$ cat src/hw/rtl/bgc_pkg.sv
package bgc_pkg;

  localparam int MAX_VERTICES_DEF   = 16;
  localparam int MAX_COLORS_DEF     = 16;
  localparam int MOMENTUM_WIDTH_DEF = 40;

  localparam int ROW_W      = 16;
  localparam int CNT_W      = 5;
  localparam int CFG_IDX_W  = 3;
  localparam int CFG_DATA_W = 21;
  localparam int PEN_W      = 13;
  localparam int ENERGY_W   = 29;
  localparam int ITER_W     = 21;
  localparam int K_W        = 7;
  localparam int SCALE_W    = 32;
  localparam int PROD_W     = SCALE_W + K_W + 1;

  typedef enum logic [1:0] {
    CMD_LOAD_ADJ  = 2'd0,
    CMD_LOAD_SPIN = 2'd1,
    CMD_RUN       = 2'd2
  } cmd_e;

  typedef enum logic [CFG_IDX_W-1:0] {
    CFG_VERTEX_COUNT   = 3'd0,
    CFG_COLOR_COUNT    = 3'd1,
    CFG_MAX_ITERATIONS = 3'd2,
    CFG_TIME_STEP      = 3'd3,
    CFG_PENALTY_WEIGHT = 3'd4
  } cfg_idx_e;

  typedef enum logic [2:0] {
    ST_IDLE,
    ST_SNAP,
    ST_RD,
    ST_MUL,
    ST_WR,
    ST_ENER,
    ST_OUT
  } state_e;

  typedef struct packed {
    logic [1:0]       command;
    logic [3:0]       vertex;
    logic [ROW_W-1:0] row_bits;
  } in_item_t;

  typedef struct packed {
    logic [3:0]          out_vertex;
    logic [ROW_W-1:0]    color_bits;
    logic [ENERGY_W-1:0] energy;
    logic [ITER_W-1:0]   iterations_done;
    logic                last;
  } result_t;

  typedef struct packed {
    logic mul_en;
    logic load_en;
  } upd_ctl_t;

  function automatic logic [CNT_W-1:0] popcount16(input logic [ROW_W-1:0] x);
    logic [CNT_W-1:0] n;
    n = '0;
    for (int b = 0; b < ROW_W; b++) begin
      n = n + CNT_W'(x[b]);
    end
    return n;
  endfunction

endpackage

$ cat src/hw/rtl/bgc_upd.sv
module bgc_upd #(
  parameter int MW = bgc_pkg::MOMENTUM_WIDTH_DEF
) (
  input  logic                         clk_i,
  input  bgc_pkg::upd_ctl_t            ctl_i,
  input  logic [bgc_pkg::SCALE_W-1:0]  scale_i,
  input  logic signed [bgc_pkg::K_W-1:0] k_i,
  input  logic                         mom_valid_i,
  input  logic [MW-1:0]                mom_i,
  output logic signed [MW-1:0]         mom_new_o
);

  import bgc_pkg::*;

  localparam int SW = ((MW > PROD_W) ? MW : PROD_W) + 1;

  logic signed [PROD_W-1:0] prod_q;
  logic signed [MW-1:0]     mom_q;
  logic signed [SW-1:0]     diff;
  logic signed [SW-1:0]     maxv;
  logic signed [SW-1:0]     minv;

  // registered product scale*k, then saturating subtract
  always_ff @(posedge clk_i) begin
    if (ctl_i.mul_en) begin
      prod_q <= $signed({1'b0, scale_i}) * k_i;
    end
    if (ctl_i.load_en) begin
      mom_q <= mom_valid_i ? $signed(mom_i) : '0;
    end
  end

  always_comb begin
    maxv = SW'({1'b0, {(MW-1){1'b1}}});
    minv = -maxv - SW'(1);
    diff = SW'(mom_q) - SW'(prod_q);
    if (diff > maxv) begin
      mom_new_o = maxv[MW-1:0];
    end else if (diff < minv) begin
      mom_new_o = minv[MW-1:0];
    end else begin
      mom_new_o = diff[MW-1:0];
    end
  end

endmodule

$ cat config.mk
export PLATFORM = sky130hd
export DESIGN_NAME = bgc_upd
export DESIGN_NICKNAME = d
export VERILOG_FILES = /design/src/hw/rtl/bgc_pkg.sv /design/src/hw/rtl/bgc_upd.sv
export SDC_FILE = /design/constraint.sdc
export NUM_CORES = 1
export LEC_CHECK = 0
export BUFFER_PORTS_ARGS = -buffer_cell sky130_fd_sc_hd__buf_2
export CAP_MARGIN = 40
export CELL_PAD_IN_SITES_DETAIL_PLACEMENT = 0
export CELL_PAD_IN_SITES_GLOBAL_PLACEMENT = 1
export CORE_MARGIN = 8
export CORE_UTILIZATION = 40
export CTS_CLUSTER_SIZE = 30
export DETAILED_ROUTE_END_ITERATION = 6
export GPL_TIMING_DRIVEN = 0
export PLACE_DENSITY = 0.85
export SLEW_MARGIN = 20
export SYNTH_ARGS = -nofsm -noshare
export SYNTH_HDL_FRONTEND = slang
export SYNTH_SLANG_ARGS = --single-unit
$ cat constraint.sdc
create_clock -name clk_i -period 5.6 [get_ports clk_i]
set_input_delay 1.12 -clock clk_i [delete_from_list [all_inputs] [get_ports clk_i]]
set_output_delay 1.12 -clock clk_i [all_outputs]
set_load 0.02 [all_outputs]
==> results of run 1 <==
[kinds of logic (layout without fill, tap and decap cells)]
| family | Yosys count | count (layout) | share of synthesized area, % |
|---|---|---|---|
| compound gates | 270 | 270 | 13.8 |
| xor+xnor | 72 | 72 | 4.91 |
| fa+ha+maj | 285 | 285 | 36.5 |
| buf+inv | 265 | 443 | 8.13 |
| flops | 80 | 80 | 18.7 |
| simple gates | 423 | 423 | 17.9 |
[final cells by class]
type,count,area (um^2),area share (%)
multi-input cells,1050,10100,64.4
well taps,402,503,3.21
repair buffers,164,1100,7.04
clock buffers,9,225,1.44
flip-flops and latches,80,2400,15.4
inverters,226,865,5.53
repair inverters,1,8.76,0.0560
plain buffers,37,437,2.79
clock inverters,6,36.3,0.232
[repair_timing]
item	4_1_cts	5_1_grt
hold buffers	0	0
gates resized for setup	110	108
gates cloned	1	6
setup buffers	14	21
endpoints found under the setup margin	20	12
pin swaps	39	92
[routing by layer]
| layer | part of all wire, % | vias to the layer above |
|---|---|---|
| met5 | 0 | - |
| met4 | 3.6 | 0 |
| met3 | 4.7 | 62 |
| met2 | 47 | 260 |
| met1 | 45 | 4761 |
| li1 | - | 4920 |
[cells in the mapped netlist (3+ instances only)]
cell type,instances
sky130_fd_sc_hd__o21ai_2,10
sky130_fd_sc_hd__o21ai_1,12
sky130_fd_sc_hd__buf_2,3
sky130_fd_sc_hd__a21boi_0,3
sky130_fd_sc_hd__a211oi_1,8
sky130_fd_sc_hd__maj3_1,5
sky130_fd_sc_hd__buf_6,5
sky130_fd_sc_hd__nand4_1,8
sky130_fd_sc_hd__ha_1,129
sky130_fd_sc_hd__clkbuf_1,26
sky130_fd_sc_hd__nand2b_1,13
sky130_fd_sc_hd__buf_1,3
sky130_fd_sc_hd__edfxtp_1,80
sky130_fd_sc_hd__a21oi_2,10
sky130_fd_sc_hd__xnor2_1,44
sky130_fd_sc_hd__o21a_1,5
sky130_fd_sc_hd__a41oi_1,3
sky130_fd_sc_hd__nand2_1,71
sky130_fd_sc_hd__o31ai_1,5
sky130_fd_sc_hd__nor2b_1,6
sky130_fd_sc_hd__a21o_1,36
sky130_fd_sc_hd__and2_1,213
sky130_fd_sc_hd__nor3_1,18
sky130_fd_sc_hd__and3_1,9
sky130_fd_sc_hd__nor2_1,61
sky130_fd_sc_hd__a21oi_1,83
sky130_fd_sc_hd__xor2_1,28
sky130_fd_sc_hd__nand3_1,13
sky130_fd_sc_hd__a31oi_1,11
sky130_fd_sc_hd__o211ai_1,8
sky130_fd_sc_hd__o21bai_1,17
sky130_fd_sc_hd__inv_1,224
sky130_fd_sc_hd__o21ai_0,41
sky130_fd_sc_hd__fa_1,151
[worst max-delay path by stage]
| stage | cells after the start | startpoint | to | slack [ps] |
|---|---|---|---|---|
| 2_1_floorplan | 18 | k_i[3] | prod_q[38] | -1 |
| 3_3_place_gp | 19 | k_i[2] | prod_q[39] | -1020 |
| 3_5_place_dp | 19 | k_i[2] | prod_q[39] | -1050 |
| 4_1_cts | 19 | k_i[4] | prod_q[33] | 0.8 |
| 5_1_grt | 19 | k_i[2] | prod_q[38] | -30 |
| 6_report | 17 | k_i[2] | prod_q[38] | 100 |
[stage by stage]
step,std cells,total power [mW]
floorplan,1395,5.38
global placement,1918,6.72
detailed placement,1918,6.77
CTS,1946,7.77
global route,1975,9.10
finish,1975,8.32
[power by group through the flow]
stage	clock [mW]	sequential, mW	combinational [mW]
4_1_cts	0.512	1.02	6.24
3_5_place_dp	0	1.03	5.74
3_3_place_gp	0	1.02	5.69
2_1_floorplan	0	1.01	4.37
6_report	0.502	1.01	6.80
5_1_grt	0.536	1.03	7.53
[sequential cells by signal, summed over array words and instances (netlist names)]
signal	cells
mom_q	40
prod_q	40
==> summary.md, run 1 <==
| Metric | Value |
|---|---|
| Hold depth | 2 |
| Starting DRT DRC Count | 642 |
| Min Hold Slack | 1070 ps |
| Number of core rows | 65 |
| TritonCTS clock tree | yes |
| Overall die area | 38,100 um^2 |
| Synthesis-stage register bit count | 80 |
| Final Wtd Congestion | 0.913 |
| Layout-stage area growth over the synthesis result | 21.9% |
| Final Cycle Share | between 90% and 100% |
| Hold EP | mom_q[1] |
| Post-synthesis instance area | 12,800 um^2 |
| Floorplan die width | 195 um |
| Critical Path RT | 5680 ps |
| Fraction of power consumed by the clock network | 6.0% |
| Worst supply voltage drop on vdd | 234 uV |
| Net switching power | 4.11 mW |
| Initial Utilization | roughly two fifths |
| Global route hottest layer | met2 |
| Sequential share of power | 12.2% |
| Count of flip-flops with a built-in enable after synthesis | 80 |
| Global-route wire length before repair | 54,800 um |
| Highest clock frequency the design can meet | around 180 MHz |
| Cell occurring most often along the worst timing path | sky130_fd_sc_hd__fa_1 |
| Sw frac | about half |
| Vert. Die Dim | roughly 200 um |
| CTS clk-pin slew, worst paths | 60 ps |
| GRT met1 Usage | 22.5% |
| Net count of the mapped netlist | 1,758 |
| Number of buffer cells added on primary ports | 121 |
| Setup violators final | 0 |
| Yosys synthesis warning count | 0 |
| Average wire per standard cell | approximately 17 um |
| Crit Path Category | primary input to register |
| Pre-CTS worst setup slack | -1050 ps |
| Count of H-tree levels built during CTS | 3 |
| Ratio of cells with drive above 1 in the final layout | 22.1% |
| HPWL after detailed placement | 28,000 um |
| Worst min path class | primary input to register |
| Internal power component | roughly 4.2 mW |
| Deepest clock path buffer count | 2 |
| Via count of the first global-routing pass | 10,600 |
| Largest cells by area after synthesis | sky130_fd_sc_hd__fa_1 (24%), sky130_fd_sc_hd__edfxtp_1 (19%), sky130_fd_sc_hd__ha_1 (13%), sky130_fd_sc_hd__and2_1 (10%), sky130_fd_sc_hd__inv_1 (6.5%) |
| Avg Synthesized Cell Area | 9.21 um^2 |
| Number of unique standard cell types used by synthesis | 62 |
| Post-layout worst setup margin | 97.6 ps |
| Post-layout nets | approximately 1,900 |
| Category of the worst setup path launch point | primary input |
| Minimum period implied by the final worst setup slack | 5500 ps |
| Most used cells in the layout excluding fill and tap cells | sky130_fd_sc_hd__inv_1 (215), sky130_fd_sc_hd__and2_1 (207), sky130_fd_sc_hd__fa_1 (147) |
| Arrival time reported for the critical path endpoint | 5580 ps |
| Number of buffers created by CTS | 9 |
| Core region area | ~32,000 um^2 |
| Family with the most delay on the worst path | adder cells |
| Number of antenna violations at the first check in global routing | 0 |
| Portion of synthesized cell area occupied by the leading cell type | approximately a quarter |
| Detailed-routing iteration count for the pre-antenna-repair pass | 5 |
| Rel. slew slack | between 50% and 60% |
| Fraction of registers with async set/reset | 0% |
| Wire length after detailed routing | approximately 34,000 um |
| Ys flop type | sky130_fd_sc_hd__edfxtp_1 |
| Leak pwr | just over 7 nW |
| Cell Area, Placed | 14,100 um^2 |
| Number of failing hold endpoints at the final stage | 0 |
| Number of cells produced by synthesis | 1,395 |
| Biggest fanout along the worst timing path | 10 |
| Highest cell delay on the worst timing path | 620 ps |
| Global-route usage over all layers | 17.6% |
| Count of pins on the block boundary | 123 |
| Setup Total Neg Slack | 0 ps |
| Root cell of the clock tree | sky130_fd_sc_hd__clkbuf_16 |
| Biggest area consumer among synthesized cells | sky130_fd_sc_hd__fa_1 |
| Met3 track utilization from global routing | 2.32% |
| Library cell contributing the largest single delay on the critical path | sky130_fd_sc_hd__fa_2 |
| Final Slew Violations | 0 |
| Met2 capacity usage during global routing | 30.3% |
| Register area share after synthesis | 18.7% |
| Final Cell Area | roughly 16,000 um^2 |
| Total vias in the final route | around 10,000 |
| Ant. Diodes | 0 |
| Result of the run | complete, no violations |
| Most common cell after layout, fill and taps aside | sky130_fd_sc_hd__inv_1 |
| Number of buffer and inverter stages on the critical path | 2 |
| Via density | 5.06 |
| Pin count of the biggest net entering global routing | 41 |
| Power density over cell area | 532 nW/um^2 |
| Residual overflow from global routing | 0 |
| Min-delay src | mom_i[1] |
| Total clock sinks | 80 |
| DRC violation count after routing | 0 |
| Number of routed nets with antenna violations | 0 |
| CP cell instances | buf_6 -> buf_8 -> and2_1 -> fa_1 -> fa_1 -> fa_1 -> fa_2 -> ha_4 -> a21o_1 -> a211oi_2 -> nor2_1 -> a41oi_2 -> o21a_1 -> a21oi_2 -> a2111o_1 -> a21oi_2 -> xnor2_1 |
| Nature of the critical path endpoint | register |
| Worst Max-Slew Pin Slew | 652 ps |
| Maximum Capacitance Violations | 0 |
| Combinational cell fraction of total power | 81.8% |
| Core occupancy in the finished layout | 49.6% |
| Fill cell total of the finished layout | 2,942 |
(Power assumes the default switching activity.)
==> inputs of run 2 (changes only) <==
--- a/config.mk
+++ b/config.mk
@@ -14,7 +14,7 @@
 export CTS_CLUSTER_SIZE = 30
 export DETAILED_ROUTE_END_ITERATION = 6
 export GPL_TIMING_DRIVEN = 0
-export PLACE_DENSITY = 0.85
+export PLACE_DENSITY = 0.82
 export SLEW_MARGIN = 20
 export SYNTH_ARGS = -nofsm -noshare
 export SYNTH_HDL_FRONTEND = slang
==> constraint.sdc (replaced) <==
create_clock -name clk_i -period 7.05 [get_ports clk_i]
set_input_delay 1.41 -clock clk_i [delete_from_list [all_inputs] [get_ports clk_i]]
set_output_delay 1.41 -clock clk_i [all_outputs]
set_load 0.02 [all_outputs]
==> run 2 against run 1 <==
- critical path depth is 3 higher
- power is 31% lower
- sequential power is 20% lower
- critical path type unchanged
==> summary.md, run 2 (synthesis gave the netlist of run 1 again) <==
| Metric | Value |
|---|---|
| Post-layout worst setup margin | 280 ps (+182 ps) |
| Total chip power | 5.71 mW (-31%) |
| Worst supply voltage drop on vdd | 156 uV (-34%) |
| Vert. Die Dim | 195 um (unchanged) |
| Setup violators final | 0 (unchanged) |
| Wire length after detailed routing | 32,200 um (-6.6%) |
| Pin count of the biggest net entering global routing | 41 (unchanged) |
| Final Cell Area | 14,300 um^2 (-8.7%) |
| Total vias in the final route | 9,648 (-3.5%) |
| Highest clock frequency the design can meet | 148 MHz |
| Average wire per standard cell | 16.7 um (-4.5%) |
| Post-layout nets | 1,891 (-2.1%) |
| Pre-CTS worst setup slack | -578 ps (+469 ps) |
| Critical Path RT | 7110 ps (+1430 ps) |
| Leak pwr | 6.85 nW (-5.4%) |
| Crit Path Category | primary input to register |
| Arrival time reported for the critical path endpoint | 6830 ps (+1250 ps) |
| Min-delay src | ctl_i[1] |
| Via count of the first global-routing pass | 10,200 (-3.4%) |
| Most common cell after layout, fill and taps aside | sky130_fd_sc_hd__inv_1 |
| Minimum period implied by the final worst setup slack | 6770 ps |
| Cell Area, Placed | 13,900 um^2 (-0.80%) |
| Global-route usage over all layers | 16.9% (-0.72 points) |
| Number of antenna violations at the first check in global routing | 0 (unchanged) |
| Initial Utilization | 40.7% (unchanged) |
| Rel. slew slack | 57.2% (+0.67 points) |
| Number of failing hold endpoints at the final stage | 0 (unchanged) |
| Floorplan die width | 195 um (unchanged) |
| Final Slew Violations | 0 (unchanged) |
| Deepest clock path buffer count | 2 (unchanged) |
| Core occupancy in the finished layout | 45.3% (-4.3 points) |
| Via density | 4.99 (-1.4%) |
| Global-route wire length before repair | 52,500 um (-4.1%) |
| Nature of the critical path endpoint | register |
| Power density over cell area | 399 nW/um^2 (-25%) |
| Residual overflow from global routing | 0 (unchanged) |
| Layout-stage area growth over the synthesis result | 11.3% |
| Result of the run | complete, no violations |
| Final standard cell count with taps included and fillers excluded | 1,932 (-2.2%) |
| TritonCTS clock tree | yes |
| CTS clk-pin slew, worst paths | 60 ps (about the same) |
| Biggest fanout along the worst timing path | 10 (unchanged) |
| Overall die area | 38,100 um^2 (unchanged) |
| Maximum Capacitance Violations | 0 (unchanged) |
| Number of buffers created by CTS | 9 (unchanged) |
| Registers with the highest flip-flop counts | mom_q (40), prod_q (40) |
| Total clock sinks | 80 (unchanged) |
| Most used cells in the layout excluding fill and tap cells | sky130_fd_sc_hd__inv_1 (224), sky130_fd_sc_hd__and2_1 (213), sky130_fd_sc_hd__fa_1 (151) |
| Count of H-tree levels built during CTS | 3 (unchanged) |
| Min Hold Slack | 1370 ps (+296 ps) |
| Hold depth | 1 (-1) |
| Number of buffer cells added on primary ports | 121 (unchanged) |
| Category of the worst setup path launch point | primary input |
| Number of routed nets with antenna violations | 0 (unchanged) |
| Final Cycle Share | a little over nine tenths |
| Ant. Diodes | 0 (unchanged) |
| Final Wtd Congestion | 0.914 (+0.11%) |
| Placed insts | 1,918 (unchanged) |
| Core region area | 31,600 um^2 (unchanged) |
| Starting DRT DRC Count | 613 (-4.5%) |
| Setup Total Neg Slack | 0 ps (unchanged) |
| Number of setup buffers added after CTS | 0 (-14) |
| Hold EP | prod_q[39] |
| Number of core rows | 65 (unchanged) |
| Detailed-routing iteration count for the pre-antenna-repair pass | 5 (unchanged) |
| Root cell of the clock tree | sky130_fd_sc_hd__clkbuf_16 |
| Fill cell total of the finished layout | 3,078 (+4.6%) |
| Worst Max-Slew Pin Slew | 642 ps (-10.1 ps) |
| Unrepaired setup endpoints after global routing | true |
| DRC violation count after routing | 0 (unchanged) |
| Worst min path class | primary input to register |
| HPWL after detailed placement | 28,100 um (+0.26%) |
| Count of pins on the block boundary | 123 (unchanged) |
| Ratio of cells with drive above 1 in the final layout | 12.2% (-9.9 points) |
==> run 2: cell count changes in the layout (fill, tap and decap cells not counted), sizes merged <==
cell	change
buf	-46
clkbuf	+7
clkinv	-2
inv	-2
bufinv	+1
clkinvlp	-1
==> run 2: worst max path at each step <==
| stage | start | to | depth (start not counted) |
|---|---|---|---|
| global placement | k_i[6] | prod_q[33] | 20 |
| CTS | k_i[5] | prod_q[33] | 20 |
| finish | k_i[4] | prod_q[33] | 20 |
| global route | k_i[6] | prod_q[28] | 19 |
| detailed placement | k_i[6] | prod_q[38] | 19 |
| floorplan | k_i[6] | prod_q[38] | 18 |
==> run 2: layout make-up <==
| class | instances | area, um^2 | area share (%) |
|---|---|---|---|
| plain buffers | 38 | 200 | 1.40 |
| clock buffers | 10 | 229 | 1.60 |
| clock inverters | 3 | 46.3 | 0.324 |
| inverters | 226 | 848 | 5.94 |
| multi-input cells | 1050 | 9410 | 65.9 |
| flip-flops and latches | 80 | 2400 | 16.8 |
| well taps | 402 | 503 | 3.52 |
| repair buffers | 123 | 646 | 4.52 |
==> run 2: critical path: stages <==
cell and delay [ps]:
sky130_fd_sc_hd__buf_2 150, sky130_fd_sc_hd__clkbuf_1 520, sky130_fd_sc_hd__nand2_1 150, sky130_fd_sc_hd__fa_1 490, sky130_fd_sc_hd__fa_1 550, sky130_fd_sc_hd__inv_1 60
sky130_fd_sc_hd__fa_1 520, sky130_fd_sc_hd__inv_1 50, sky130_fd_sc_hd__fa_1 520, sky130_fd_sc_hd__inv_1 40, sky130_fd_sc_hd__ha_1 340, sky130_fd_sc_hd__o21a_1 220
sky130_fd_sc_hd__a21oi_1 210, sky130_fd_sc_hd__a21oi_1 190, sky130_fd_sc_hd__a21oi_2 260, sky130_fd_sc_hd__o21ai_0 220, sky130_fd_sc_hd__o211ai_1 310, sky130_fd_sc_hd__a31oi_1 180
sky130_fd_sc_hd__a211oi_1 320, sky130_fd_sc_hd__xnor2_1 120
==> run 2: where the power goes <==
group	switching, mW	total, mW	internal (mW)
registers	0.0343	0.806	0.772
clock network	0.158	0.427	0.268
logic	2.70	4.47	1.78
total	2.89	5.71	2.82
==> run 2: what timing repair did <==
item,4_1_cts,5_1_grt
resized for setup,3,9
cloned,0,0
setup endpoints to repair,5,2
hold buffers,0,0
hold endpoints to repair,0,0
==> run 2: metal layers <==
metal / vias to the layer above / global-route usage (%) / part of all wire (%)
met5: - / 0 / 0
met3: 36 / 1.86 / 4.5
met4: 0 / 5.92 / 2.8
met2: 226 / 28.5 / 46
met1: 4555 / 22.2 / 47
li1: 4831 / - / -
==> inputs of run 3 (changes only) <==
==> constraint.sdc (replaced) <==
create_clock -name clk_i -period 8.47 [get_ports clk_i]
set_input_delay 1.694 -clock clk_i [delete_from_list [all_inputs] [get_ports clk_i]]
set_output_delay 1.694 -clock clk_i [all_outputs]
set_load 0.02 [all_outputs]
==> run 3 against run 2 <==
- critical path depth is the same
- combinational power shrank 17%
- wire length grew 0.32%
- setup slack gained 650 ps
- die area is the same
- global-route usage is the same
- non-clock buffer count grew 1
- clock power shrank 17%
- power shrank 17%
- first-iteration DRC count grew 7.2%
- count of clock-buffer cells in the layout is the same
- critical endpoint unchanged
==> summary.md, run 3 (synthesis gave the netlist of run 1 again) <==
| Metric | Value |
|---|---|
| Average wire per standard cell | 16.7 um (+0.26%) |
| Crit Path Category | primary input to register |
| Hold depth | 1 (unchanged) |
| Power density over cell area | 332 nW/um^2 (-17%) |
| Number of buffer cells added on primary ports | 121 (unchanged) |
| Number of gates resized after cts | 0 (-3) |
| CTS clk-pin slew, worst paths | 60 ps (about the same) |
| Family with the most delay on the worst path | adder cells |
| Maximum Capacitance Violations | 0 (unchanged) |
| Category of the worst setup path launch point | primary input |
| Setup Total Neg Slack | 0 ps (unchanged) |
| Hold EP | prod_q[39] |
| Layout-stage area growth over the synthesis result | 11.1% |
| Footprint of the multi-input gates | 9400 um^2 (-0.17%) |
| Post-layout nets | 1,892 (+0.053%) |
| Worst min path class | primary input to register |
| Highest clock frequency the design can meet | 133 MHz |
| Count of pins on the block boundary | 123 (unchanged) |
| Worst supply voltage drop on vdd | 131 uV (-16%) |
| Floorplan die width | 195 um (unchanged) |
| Deepest clock path buffer count | 2 (unchanged) |
| Logic depth of the worst setup path including buffers | 20 (unchanged) |
| FF+latch area | 2400 um^2 (unchanged) |
| Number of setup buffers added after CTS | 0 (unchanged) |
| Number of failing hold endpoints at the final stage | 0 (unchanged) |
| Ratio of cells with drive above 1 in the final layout | 11.6% (-0.53 points) |
| Number of buffers created by CTS | 9 (unchanged) |
| Minimum period implied by the final worst setup slack | approximately 7500 ps |
| Cell occurring most often along the worst timing path | sky130_fd_sc_hd__fa_1 |
| Core region area | 31,600 um^2 (unchanged) |
| # hold bufs at CTS | 0 (unchanged) |
| Rel. slew slack | 44.4% (-13 points) |
| Number of antenna violations at the first check in global routing | 0 (unchanged) |
| TritonCTS clock tree | yes |
| Final Cell Area | 14,300 um^2 (-0.15%) |
| Highest cell delay on the worst timing path | 670 ps (+120 ps) |
| Unrepaired setup endpoints after global routing | false |
| Nature of the critical path endpoint | register |
| Critical Path RT | 8530 ps (+1420 ps) |
| Wire length after detailed routing | 32,300 um (+0.32%) |
| Arrival time reported for the critical path endpoint | 7600 ps (+770 ps) |
| HPWL after detailed placement | 28,100 um (unchanged) |
| Library cell contributing the largest single delay on the critical path | sky130_fd_sc_hd__buf_1 |
| Overall die area | 38,100 um^2 (unchanged) |
| Initial Utilization | 40.7% (unchanged) |
| Registers with the highest flip-flop counts | mom_q (40), prod_q (40) |
| Fill cell total of the finished layout | 3,084 (+0.19%) |
| Detailed-routing iteration count for the pre-antenna-repair pass | 5 (unchanged) |
| Total clock sinks | 80 (unchanged) |
| Number of routed nets with antenna violations | 0 (unchanged) |
| Min-delay src | ctl_i[1] |
| Residual overflow from global routing | 0 (unchanged) |
| Total vias in the final route | 9,643 (-0.052%) |
| DRC violation count after routing | 0 (unchanged) |
| Final Cycle Share | 89.0% |
| Number of core rows | 65 (unchanged) |
| Vert. Die Dim | 195 um (unchanged) |
| Final Wtd Congestion | 0.914 (unchanged) |
| Worst Max-Slew Pin Slew | 834 ps (+192 ps) |
| Number of buffer and inverter stages on the critical path | 5 (unchanged) |
| CP cell instances | buf_2 -> inv_2 -> buf_1 -> nor2_1 -> fa_1 -> fa_1 -> fa_1 -> inv_1 -> fa_1 -> inv_1 -> ha_1 -> o21a_1 -> a21oi_1 -> a21oi_1 -> a21oi_1 -> o21ai_0 -> o211ai_1 -> a31oi_1 -> a211oi_1 -> xnor2_1 |
| Global-route usage over all layers | 16.9% (unchanged) |
| Via density | 4.99 (-0.10%) |
| Ant. Diodes | 0 (unchanged) |
| Count of H-tree levels built during CTS | 3 (unchanged) |
| Global-route wire length before repair | 52,500 um (about the same) |
| Leak pwr | 6.83 nW (-0.23%) |
| Cell Area, Placed | 13,900 um^2 (unchanged) |
| Setup violators final | 0 (unchanged) |
| Result of the run | complete, no violations |
| Final Slew Violations | 0 (unchanged) |
| Biggest fanout along the worst timing path | 10 (unchanged) |
| Via count of the first global-routing pass | 10,200 (-0.029%) |
| Starting DRT DRC Count | 657 (+7.2%) |
| Most common cell after layout, fill and taps aside | sky130_fd_sc_hd__inv_1 |
| Pin count of the biggest net entering global routing | 41 (unchanged) |
| Most used cells in the layout excluding fill and tap cells | sky130_fd_sc_hd__inv_1 (224), sky130_fd_sc_hd__and2_1 (213), sky130_fd_sc_hd__fa_1 (151) |
| Root cell of the clock tree | sky130_fd_sc_hd__clkbuf_16 |
run 3: per-stage QoR:
step / worst slack (ps) / hold WS [ps] / cells / utilization (%) / power (mW)
finish: 929 / 1650 / 1933 / 45.2 / 4.73
global route: 630 / 1650 / 1933 / 45.2 / 5.24
CTS: 874 / 1640 / 1931 / 45.1 / 4.78
detailed placement: 558 / 1980 / 1918 / 44.2 / 4.40
global placement: 576 / 1980 / 1918 / 44.2 / 4.37
floorplan: 1820 / 1810 / 1395 / - / 3.49
run 3: worst max-delay path by stage:
stage	end	startpoint	slack (ps)
floorplan	prod_q[38]	k_i[6]	1820
global placement	prod_q[33]	k_i[6]	580
detailed placement	prod_q[38]	k_i[6]	560
CTS	prod_q[38]	k_i[6]	870
global route	prod_q[33]	k_i[6]	630
finish	prod_q[33]	k_i[6]	930
run 3: power by group:
group          internal (mW)  total (mW)  leakage [nW]  switching [mW]
sequential             0.642       0.671         0.777          0.0285
clock                  0.223       0.355         0.130           0.131
combinational           1.48        3.71          5.92            2.23
run 3: cell type report:
cell class              instances  area share [%]
flip-flops and latches         80            16.8
well taps                     402            3.53
repair buffers                123            4.53
multi-input cells            1050            65.9
inverters                     226            5.95
clock buffers                  10            1.61
plain buffers                  39            1.37
clock inverters                 3           0.325
run 3: metal layers:
| metal | part of all wire, % | GRT usage, % | wire [um] |
|---|---|---|---|
| met5 | 0 | 0 | 0 |
| met1 | 47 | 22.2 | 15100 |
| met3 | 4.5 | 1.86 | 1450 |
| met4 | 2.9 | 5.92 | 928 |
| met2 | 46 | 28.5 | 14800 |
